===== config.mk =====
export PLATFORM = sky130hd
export DESIGN_NAME = tdp_rem_unit
export DESIGN_NICKNAME = d
export VERILOG_FILES = /design/src/sv/tdp_pkg.sv /design/src/sv/tdp_rem_unit.sv
export SDC_FILE = /design/constraint.sdc
export NUM_CORES = 1
export LEC_CHECK = 0
export BUFFER_PORTS_ARGS = -buffer_cell sky130_fd_sc_hd__buf_2
export CAP_MARGIN = 30
export CORE_MARGIN = 10
export CORE_UTILIZATION = 55
export DETAILED_ROUTE_END_ITERATION = 8
export MAX_ROUTING_LAYER = met4
export PLACE_DENSITY_LB_ADDON = 0.3
export RECOVER_POWER = 25
export SETUP_SLACK_MARGIN = 0.2
export SLEW_MARGIN = 15
export SYNTH_ARGS = -nofsm -noshare
export SYNTH_HDL_FRONTEND = slang
export SYNTH_SLANG_ARGS = --single-unit

===== constraint.sdc =====
create_clock -name clk -period 2.9 [get_ports clk]
set_clock_uncertainty 0.15 [all_clocks]
set_input_delay 0.58 -clock clk [delete_from_list [all_inputs] [get_ports clk]]
set_output_delay 0.58 -clock clk [all_outputs]
set_load 0.05 [all_outputs]

===== src/sv/tdp_pkg.sv =====
package tdp_pkg;

    // status from the remainder unit to the sequencer
    typedef struct packed {
        logic done;
        logic rem_zero;
    } tdp_rem_status_t;

    localparam int unsigned FIRST_DIVISOR = 2;

endpackage


===== src/sv/tdp_rem_unit.sv =====
module tdp_rem_unit
    import tdp_pkg::*;
#(
    parameter int unsigned VALUE_BITS = 16
) (
    input  logic                  clk,
    input  logic                  rst_n,
    input  logic                  start,
    input  logic [VALUE_BITS-1:0] dividend,
    input  logic [VALUE_BITS-1:0] divisor,
    output tdp_rem_status_t       status
);

    localparam int unsigned CNT_W = (VALUE_BITS > 1) ? $clog2(VALUE_BITS) : 1;

    logic                  busy_reg, busy_next;
    logic                  done_reg, done_next;
    logic [CNT_W-1:0]      cnt_reg, cnt_next;
    logic [VALUE_BITS-1:0] num_reg, num_next;
    logic [VALUE_BITS-1:0] div_reg, div_next;
    logic [VALUE_BITS-1:0] rem_reg, rem_next;
    logic [VALUE_BITS:0]   trial;
    logic [VALUE_BITS:0]   diff;

    // one restoring step: shift in the next dividend bit, subtract if it fits
    assign trial = {rem_reg, num_reg[VALUE_BITS-1]};
    assign diff  = trial - {1'b0, div_reg};

    always_comb
    begin
        busy_next = busy_reg;
        done_next = 1'b0;
        cnt_next  = cnt_reg;
        num_next  = num_reg;
        div_next  = div_reg;
        rem_next  = rem_reg;
        if (start)
        begin
            busy_next = 1'b1;
            cnt_next  = CNT_W'(VALUE_BITS - 1);
            num_next  = dividend;
            div_next  = divisor;
            rem_next  = '0;
        end
        else if (busy_reg)
        begin
            num_next = {num_reg[VALUE_BITS-2:0], 1'b0};
            if (trial >= {1'b0, div_reg})
            begin
                rem_next = diff[VALUE_BITS-1:0];
            end
            else
            begin
                rem_next = trial[VALUE_BITS-1:0];
            end
            if (cnt_reg == '0)
            begin
                busy_next = 1'b0;
                done_next = 1'b1;
            end
            else
            begin
                cnt_next = cnt_reg - 1'b1;
            end
        end
    end

    always_ff @(posedge clk or negedge rst_n)
    begin
        if (!rst_n)
        begin
            busy_reg <= 1'b0;
            done_reg <= 1'b0;
            cnt_reg  <= '0;
        end
        else
        begin
            busy_reg <= busy_next;
            done_reg <= done_next;
            cnt_reg  <= cnt_next;
        end
    end

    always_ff @(posedge clk)
    begin
        num_reg <= num_next;
        div_reg <= div_next;
        rem_reg <= rem_next;
    end

    assign status.done     = done_reg;
    assign status.rem_zero = (rem_reg == '0);

endmodule


==> summary.md, run 1 <==
| Metric | Value |
|---|---|
| # port buffers | `36` |
| Vias in the first global route | `2468` |
| Detailed Route WL | `7.04 mm` |
| CTS buffer count | `5` |
| # setup viols final | `0` |
| Ys flop type | `edfxtp_1` |
| Mux cell area share after synthesis | `0.0533` |
| Largest delay share family, worst path | `compound AO/OA/AOI/OAI gates` |
| I/O pins | `37` |
| Slew headroom | `0.423` |
| Power density over the cells | `around 800 nW/µm²` |
| Synth cell types | `between 50 and 60` |
| Status | `complete, but fails checks` |
| Hpwl dp | `5.15 mm` |
| R2r setup slk | `roughly 0.32 ns` |
| Final #Nets | `391` |
| Register bit total from synthesis | `54` |
| Setup TNS | `0 ns` |
| Area leader, netlist | `edfxtp_1` |
| RD Place Congestion | `0.917` |
| Slew Viols, Final | `0` |
| Setup CP Type | `flip-flop to flip-flop` |
| Pwr Total | `2760 µW` |
| Initial antenna violation count | `0` |
| Multi-input gate area | `1560 µm²` |
| Clock-pin slew on the worst setup and hold paths | `around 0.11 ns` |
| Lkg Pwr | `0.00147 µW` |
| RSZ-0062 raised after global routing | `yes` |
| Routed vias/inst | `6.11` |
| Final hold violations | `0` |
| # DRC | `2` |
| Skew-Pair Late Insertion Delay | `0.31 ns` |
| Global-route wire length before repair | `roughly 12 mm` |
| Hold Path Class | `input port to flip-flop` |
| Combinational family with the most area after synthesis | `compound AO/OA/AOI/OAI gates` |
| FF/Latch Area | `1430 µm²` |
| Post-synthesis compound-gate area fraction | `0.200` |
| Chip height | `95.9 µm` |
| Critical Path Fanout Max | `15` |
| Crit start category | `flip-flop` |
| Min Clock Period, post-route | `~2.6 ns` |
| Synth Area in Adders | `0.0734` |
| Yosys warning count | `0` |
| Post-synth EDFFs | `32` |
| DR WL/cell | `roughly 17 µm` |
| Antenna viol nets, final | `0` |
| Area Growth Syn to Fin | `10.5%` |
| Site Rows | `27` |
| Largest buffer count on any clock path | `2` |
| CTS tree | `built` |
| H-tree depth | `2` |
| Required @ worst endpoint | `2.95 ns` |
| Pin count of the biggest net entering global routing | `29` |
| Gr ovfl total | `0` |
| DIE AREA | `between 9000 and 10000 µm²` |
| Signal arrival time at the worst endpoint | `2.63 ns` |
| Post-synth ARST share | `0.111` |
| Die width | `about 96 µm` |
| Ranking of synthesized cells by area | `edfxtp_1 (30%), dfxtp_1 (10%), ha_1 (6.7%)` |
| CP max-delay cell | `dfxtp_1` |
| Clk root buf | `clkbuf_8` |
| Max Fclk | `388 MHz` |
| Final Util | `0.632` |
| Slew @ Worst Pin | `0.866 ns` |
| Maximum VDD drop | `0.000494 V` |
| Share of the synthesized area in the top cell type | `0.303` |
| Max-Cap Viols | `0` |
| Tcrit/Tclk final | `0.890` |
| Seq/Total Area, Yosys | `0.451` |
| Num Clock Sinks | `54` |
| Setup crit end kind | `flip-flop` |
| Drt pass-1 iters | `7` |
| Fillcell total | `between 400 and 500` |
| Antenna cell count | `0` |
| Cells after Synth | `306` |
| Syn avg cell area | `10.4 µm²` |
| Fraction of layout cells with a size suffix above 1 | `0.218` |
| Synth Cell Area | `3170 µm²` |
| Failing checks | `design-rule violations` |
| Initial Util | `0.572` |
| Post-synthesis net count | `359` |
| Simple-gate share of the synthesized area | `0.125` |
| Crit path cell chain | `ha_1 -> a21o_1 -> a21oi_2 -> a211o_1 -> a31oi_4 -> or2_2 -> a221o_1` |
| CP max stage delay | `0.44 ns` |
| Critical path buffers and inverters | `0` |
| Initial DRC count | `325` |
| GRT Total Usage | `0.162` |
| Vias | `between 2000 and 3000` |
| Post-synthesis xor/xnor area fraction | `0.0359` |
| Core area | `5540 µm²` |
| Fin Hold WS | `0.290 ns` |
## report_power, final
group          switching, µW  total (µW)  internal [µW]
combinational            732        1250            520
sequential               116        1060            944
clock                    264         444            180
## placed cells by master, fill, tap and decap left out, types with 3 or more instances in the layout
| cell type | Yosys | layout |
|---|---|---|
| o21ai_0 | 9 | 9 |
| xnor2_1 | 8 | 8 |
| nor4_1 | 8 | 8 |
| nand2_1 | 21 | 21 |
| dfxtp_1 | 16 | 16 |
| a211oi_1 | 4 | 3 |
| a31o_1 | 5 | 5 |
| edfxtp_1 | 32 | 32 |
| clkbuf_8 | 0 | 5 |
| o21bai_1 | 6 | 6 |
| mux2_2 | 15 | 15 |
| inv_1 | 23 | 23 |
| o311a_1 | 4 | 4 |
| a31oi_1 | 6 | 6 |
| nand2b_1 | 6 | 6 |
| nor2_1 | 22 | 22 |
| nand3_1 | 3 | 3 |
| or2_2 | 2 | 3 |
| ha_1 | 17 | 16 |
| xor2_1 | 5 | 5 |
| a21oi_1 | 14 | 14 |
| dfrtp_1 | 6 | 6 |
| a21o_1 | 5 | 5 |
| o211ai_1 | 4 | 4 |
| nor3_1 | 3 | 3 |
| buf_4 | 2 | 6 |
| buf_2 | 4 | 34 |
| o41ai_1 | 8 | 8 |
| nand4_1 | 4 | 4 |
| a211o_1 | 3 | 3 |
## path summary, 6_finish.rpt
check / start / cells after the start / end
max in group asynchronous: rst_n / 2 / cnt_reg[2]
max: rem_reg[2] / 7 / rem_reg[9]
max reg2reg: rem_reg[2] / 7 / rem_reg[9]
min: divisor[7] / 1 / div_reg[7]
min reg2reg: cnt_reg[1] / 1 / cnt_reg[1]
min in group asynchronous: rst_n / 2 / cnt_reg[3]
## worst reg2reg max path, cell delays in order, from the launching register on
cell and delay, ns:
dfxtp_1 0.44, ha_1 0.35, a21o_1 0.22, a21oi_2 0.23, a211o_1 0.22, a31oi_4 0.09, or2_2 0.44, a221o_1 0.33
## through the flow
step / cell area (µm²) / worst slack [ns] / instances
after floorplan: 3170 / 0.500 / 306
after CTS: 3490 / 0.252 / 411
final: 3500 / 0.320 / 411
after global placement: 3380 / 0.252 / 402
after detailed placement: 3380 / 0.216 / 402
after global routing: 3500 / 0.182 / 411
## cell type report
type                       instances  area share
clock inverter                     3     0.00822
inverter                          24      0.0257
timing repair buffer              43      0.0665
multi-input combinational        210       0.446
sequential                        54       0.409
tap                               72      0.0257
clock buffer                       5      0.0196
## what timing repair did
| action | 4_1_cts | 5_1_grt |
|---|---|---|
| hold endpoints to repair | 6 | 0 |
| endpoints found under the setup margin | 1 | 12 |
| hold buffers | 1 | 0 |
| resized for setup | 1 | 3 |
| setup buffers | 0 | 0 |
## synth_stat cells (3+ instances only)
library cell and n:
dfrtp_1 6, a21o_1 5, buf_6 3, xnor2_1 8
nor4_1 8, nand3_1 3, mux2_2 15, a211oi_1 4
o21bai_1 6, buf_1 3, nor3_1 3, a31oi_1 6
xor2_1 5, nand2_1 21, a21oi_1 14, nand2b_1 6
buf_2 4, a211o_1 3, edfxtp_1 32, inv_1 23
clkbuf_1 6, o211ai_1 4, o311a_1 4, o41ai_1 8
ha_1 17, nand4_1 4, a31o_1 5, o21ai_0 9
dfxtp_1 16, nor2_1 22
## per-layer routing
metal / vias up / wire length (µm) / GRT usage
li1: 1208 / - / -
met2: 97 / 3360 / 0.258
met4: 0 / 63 / 0.0356
met1: 1203 / 3180 / 0.210
met5: - / 0 / -
met3: 4 / 435 / 0.0296
## kinds of logic after synthesis
family	Yosys count
fa+ha+maj	18
flops	54
buf+inv	42
compound gates	84
mux	15
simple gates	80
xor+xnor	13
Power figures use the tool's default switching activity.
==> run 2, diff against run 1 <==
PLACE_DENSITY = 0.85   (was default)
PLACE_DENSITY_LB_ADDON = default   (was 0.3)
==> run 2 against run 1 <==
The flow now finishes without violations; critical path type unchanged; non-clock buffer count stayed put; total power is 1.6% higher; clock power is 3% higher; count of clock-buffer cells in the layout stayed put; combinational power hardly changed; sequential power hardly changed; hold slack worse by 0.013 ns; cell count stayed put.
==> summary.md, run 2 (synthesis gave the netlist of run 1 again) <==
| Metric | Value |
|---|---|
| Postcts setup bufs | `0 (unchanged)` |
| Signal arrival time at the worst endpoint | `2.62 ns (about the same)` |
| Initial Util | `0.572 (unchanged)` |
| Chip height | `95.9 µm (unchanged)` |
| # DRC | `0 (-2)` |
| Lkg Pwr | `0.00148 µW (+0.57%)` |
| Num Clock Sinks | `54 (unchanged)` |
| Status | `finished, final reports clean` |
| Fraction of layout cells with a size suffix above 1 | `0.209 (-0.00885)` |
| Met1 Wirelength | `3.05 mm (-4.2%)` |
| Clock-pin slew on the worst setup and hold paths | `0.11 ns (about the same)` |
| Post-route setup slack | `0.325 ns (+0.00521 ns)` |
| Cell area after layout | `3520 µm² (+0.46%)` |
| Min Clock Period, post-route | `2.58 ns (-0.00521 ns)` |
| Setup TNS | `0 ns (unchanged)` |
| Hold Path Class | `input port to flip-flop` |
| CTS tree | `built` |
| Post-DP Area | `3410 µm² (+0.74%)` |
| Area Growth Syn to Fin | `11.0%` |
| Initial antenna violation count | `0 (unchanged)` |
| Skew-Pair Late Insertion Delay | `0.32 ns (about the same)` |
| CTS buffer count | `5 (unchanged)` |
| Hpwl dp | `5.19 mm (+0.87%)` |
| Vias | `2442 (-2.8%)` |
| Required @ worst endpoint | `2.95 ns (about the same)` |
| Largest delay share family, worst path | `compound AO/OA/AOI/OAI gates` |
| Maximum VDD drop | `0.000353 V (-28%)` |
| Core area | `5540 µm² (unchanged)` |
| Die width | `95.9 µm (unchanged)` |
| Max Fclk | `388 MHz (+0.20%)` |
| WL met2 | `3.22 mm (-4.3%)` |
| # port buffers | `36 (unchanged)` |
| Crit path cell chain | `ha_1 -> nor2b_1 -> o2111ai_1 -> buf_4 -> a211oi_1 -> or2_2 -> a311oi_1 -> a21oi_1` |
| Final #Nets | `391 (unchanged)` |
| Site Rows | `27 (unchanged)` |
| Routed met3 length | `582 µm (+34%)` |
| Power density over the cells | `795 nW/µm² (+1.1%)` |
| Detailed Route WL | `7.00 mm (-0.67%)` |
| Initial DRC count | `214 (-34%)` |
| Setup crit end kind | `flip-flop` |
| Clk root buf | `clkbuf_8` |
| H-tree depth | `2 (unchanged)` |
| Vias in the first global route | `2349 (-4.8%)` |
| Crit start category | `flip-flop` |
| Drt pass-1 iters | `4 (-3)` |
| Gr ovfl total | `0 (unchanged)` |
| # setup viols final | `0 (unchanged)` |
| Final hold violations | `0 (unchanged)` |
| Largest buffer count on any clock path | `2 (unchanged)` |
| Fillcell total | `426 (-10%)` |
| Highest Signal Layer | `met4` |
| Setup CP Type | `flip-flop to flip-flop` |
| Slew Viols, Final | `0 (unchanged)` |
| RD Place Congestion | `0.927 (+1.0%)` |
| Antenna cell count | `0 (unchanged)` |
| Antenna viol nets, final | `0 (unchanged)` |
| Routed vias/inst | `5.94 (-2.8%)` |
| Critical path buffers and inverters | `1 (+1)` |
| CP max stage delay | `0.47 ns (+0.03 ns)` |
| Slew @ Worst Pin | `1.09 ns (+0.228 ns)` |
| Commonest non-fill, non-tap cells in the layout | `buf_2 (34), edfxtp_1 (32), inv_1 (23)` |
| Global-route wire length before repair | `11.4 mm (-2.1%)` |
| Slew headroom | `0.271 (-0.152)` |
| Worst slack, placed | `0.338 ns (+0.121 ns)` |
| Pin count of the biggest net entering global routing | `38 (+31%)` |
| CP max-delay cell | `dfxtp_1` |
| Critical Path Fanout Max | `5 (-10)` |
| DIE AREA | `9200 µm² (unchanged)` |
| Tcrit/Tclk final | `0.888 (-0.00180)` |
| GRT Total Usage | `0.160 (-0.00230)` |
| RSZ-0062 raised after global routing | `no` |
| I/O pins | `37 (unchanged)` |
| Commonest non-fill, non-tap cell in the layout | `buf_2` |
| DR WL/cell | `17.0 µm (-0.67%)` |
| Max-Cap Viols | `0 (unchanged)` |
-- run 2: layout make-up --
| type | count | area [µm²] | area share |
|---|---|---|---|
| multi-input cells | 210 | 1550 | 0.441 |
| flip-flops and latches | 54 | 1430 | 0.407 |
| repair buffers | 43 | 258 | 0.0733 |
| inverters | 24 | 90.1 | 0.0256 |
| well taps | 72 | 90.1 | 0.0256 |
| clock buffers | 5 | 68.8 | 0.0196 |
| clock inverters | 3 | 28.8 | 0.00818 |
-- run 2: path summary, 6_finish.rpt --
kind / cells past startpoint / start / to / slack (ns)
setup / recovery: 8 / rem_reg[0] / rem_reg[11] / 0.32
max in group asynchronous: 2 / rst_n / done_reg / 1.86
min in group asynchronous: 2 / rst_n / busy_reg / 0.49
setup reg to reg: 8 / rem_reg[0] / rem_reg[11] / 0.32
hold / removal: 1 / divisor[8] / div_reg[8] / 0.28
hold reg to reg: 1 / cnt_reg[1] / cnt_reg[1] / 0.38
-- run 2: repair_timing --
action,in CTS,in global routing
gates resized for setup,0,2
setup endpoints to repair,0,2
endpoints found under the hold margin,6,0
hold buffers,1,0
-- run 2: metal layers --
metal	up-vias	GRT usage
li1	1214	-
met1	1128	0.208
met2	86	0.240
met3	14	0.0342
met4	0	0.0565
met5	-	-
-- run 2: metrics by stage --
| stage | power, µW | cells | hold WS (ns) | utilization |
|---|---|---|---|---|
| finish | 2800 | 411 | 0.276 | 0.635 |
| global route | 2980 | 411 | 0.264 | 0.635 |
| CTS | 2780 | 411 | 0.270 | 0.635 |
| detailed placement | 2320 | 402 | 0.258 | 0.615 |
| global placement | 2310 | 402 | 0.257 | 0.615 |
| floorplan | 2020 | 306 | 0.134 | - |
-- run 2: where the power goes --
| group | total (µW) | switching (µW) | internal (µW) |
|---|---|---|---|
| clock | 456 | 275 | 181 |
| sequential | 1080 | 132 | 944 |
| combinational | 1270 | 722 | 545 |
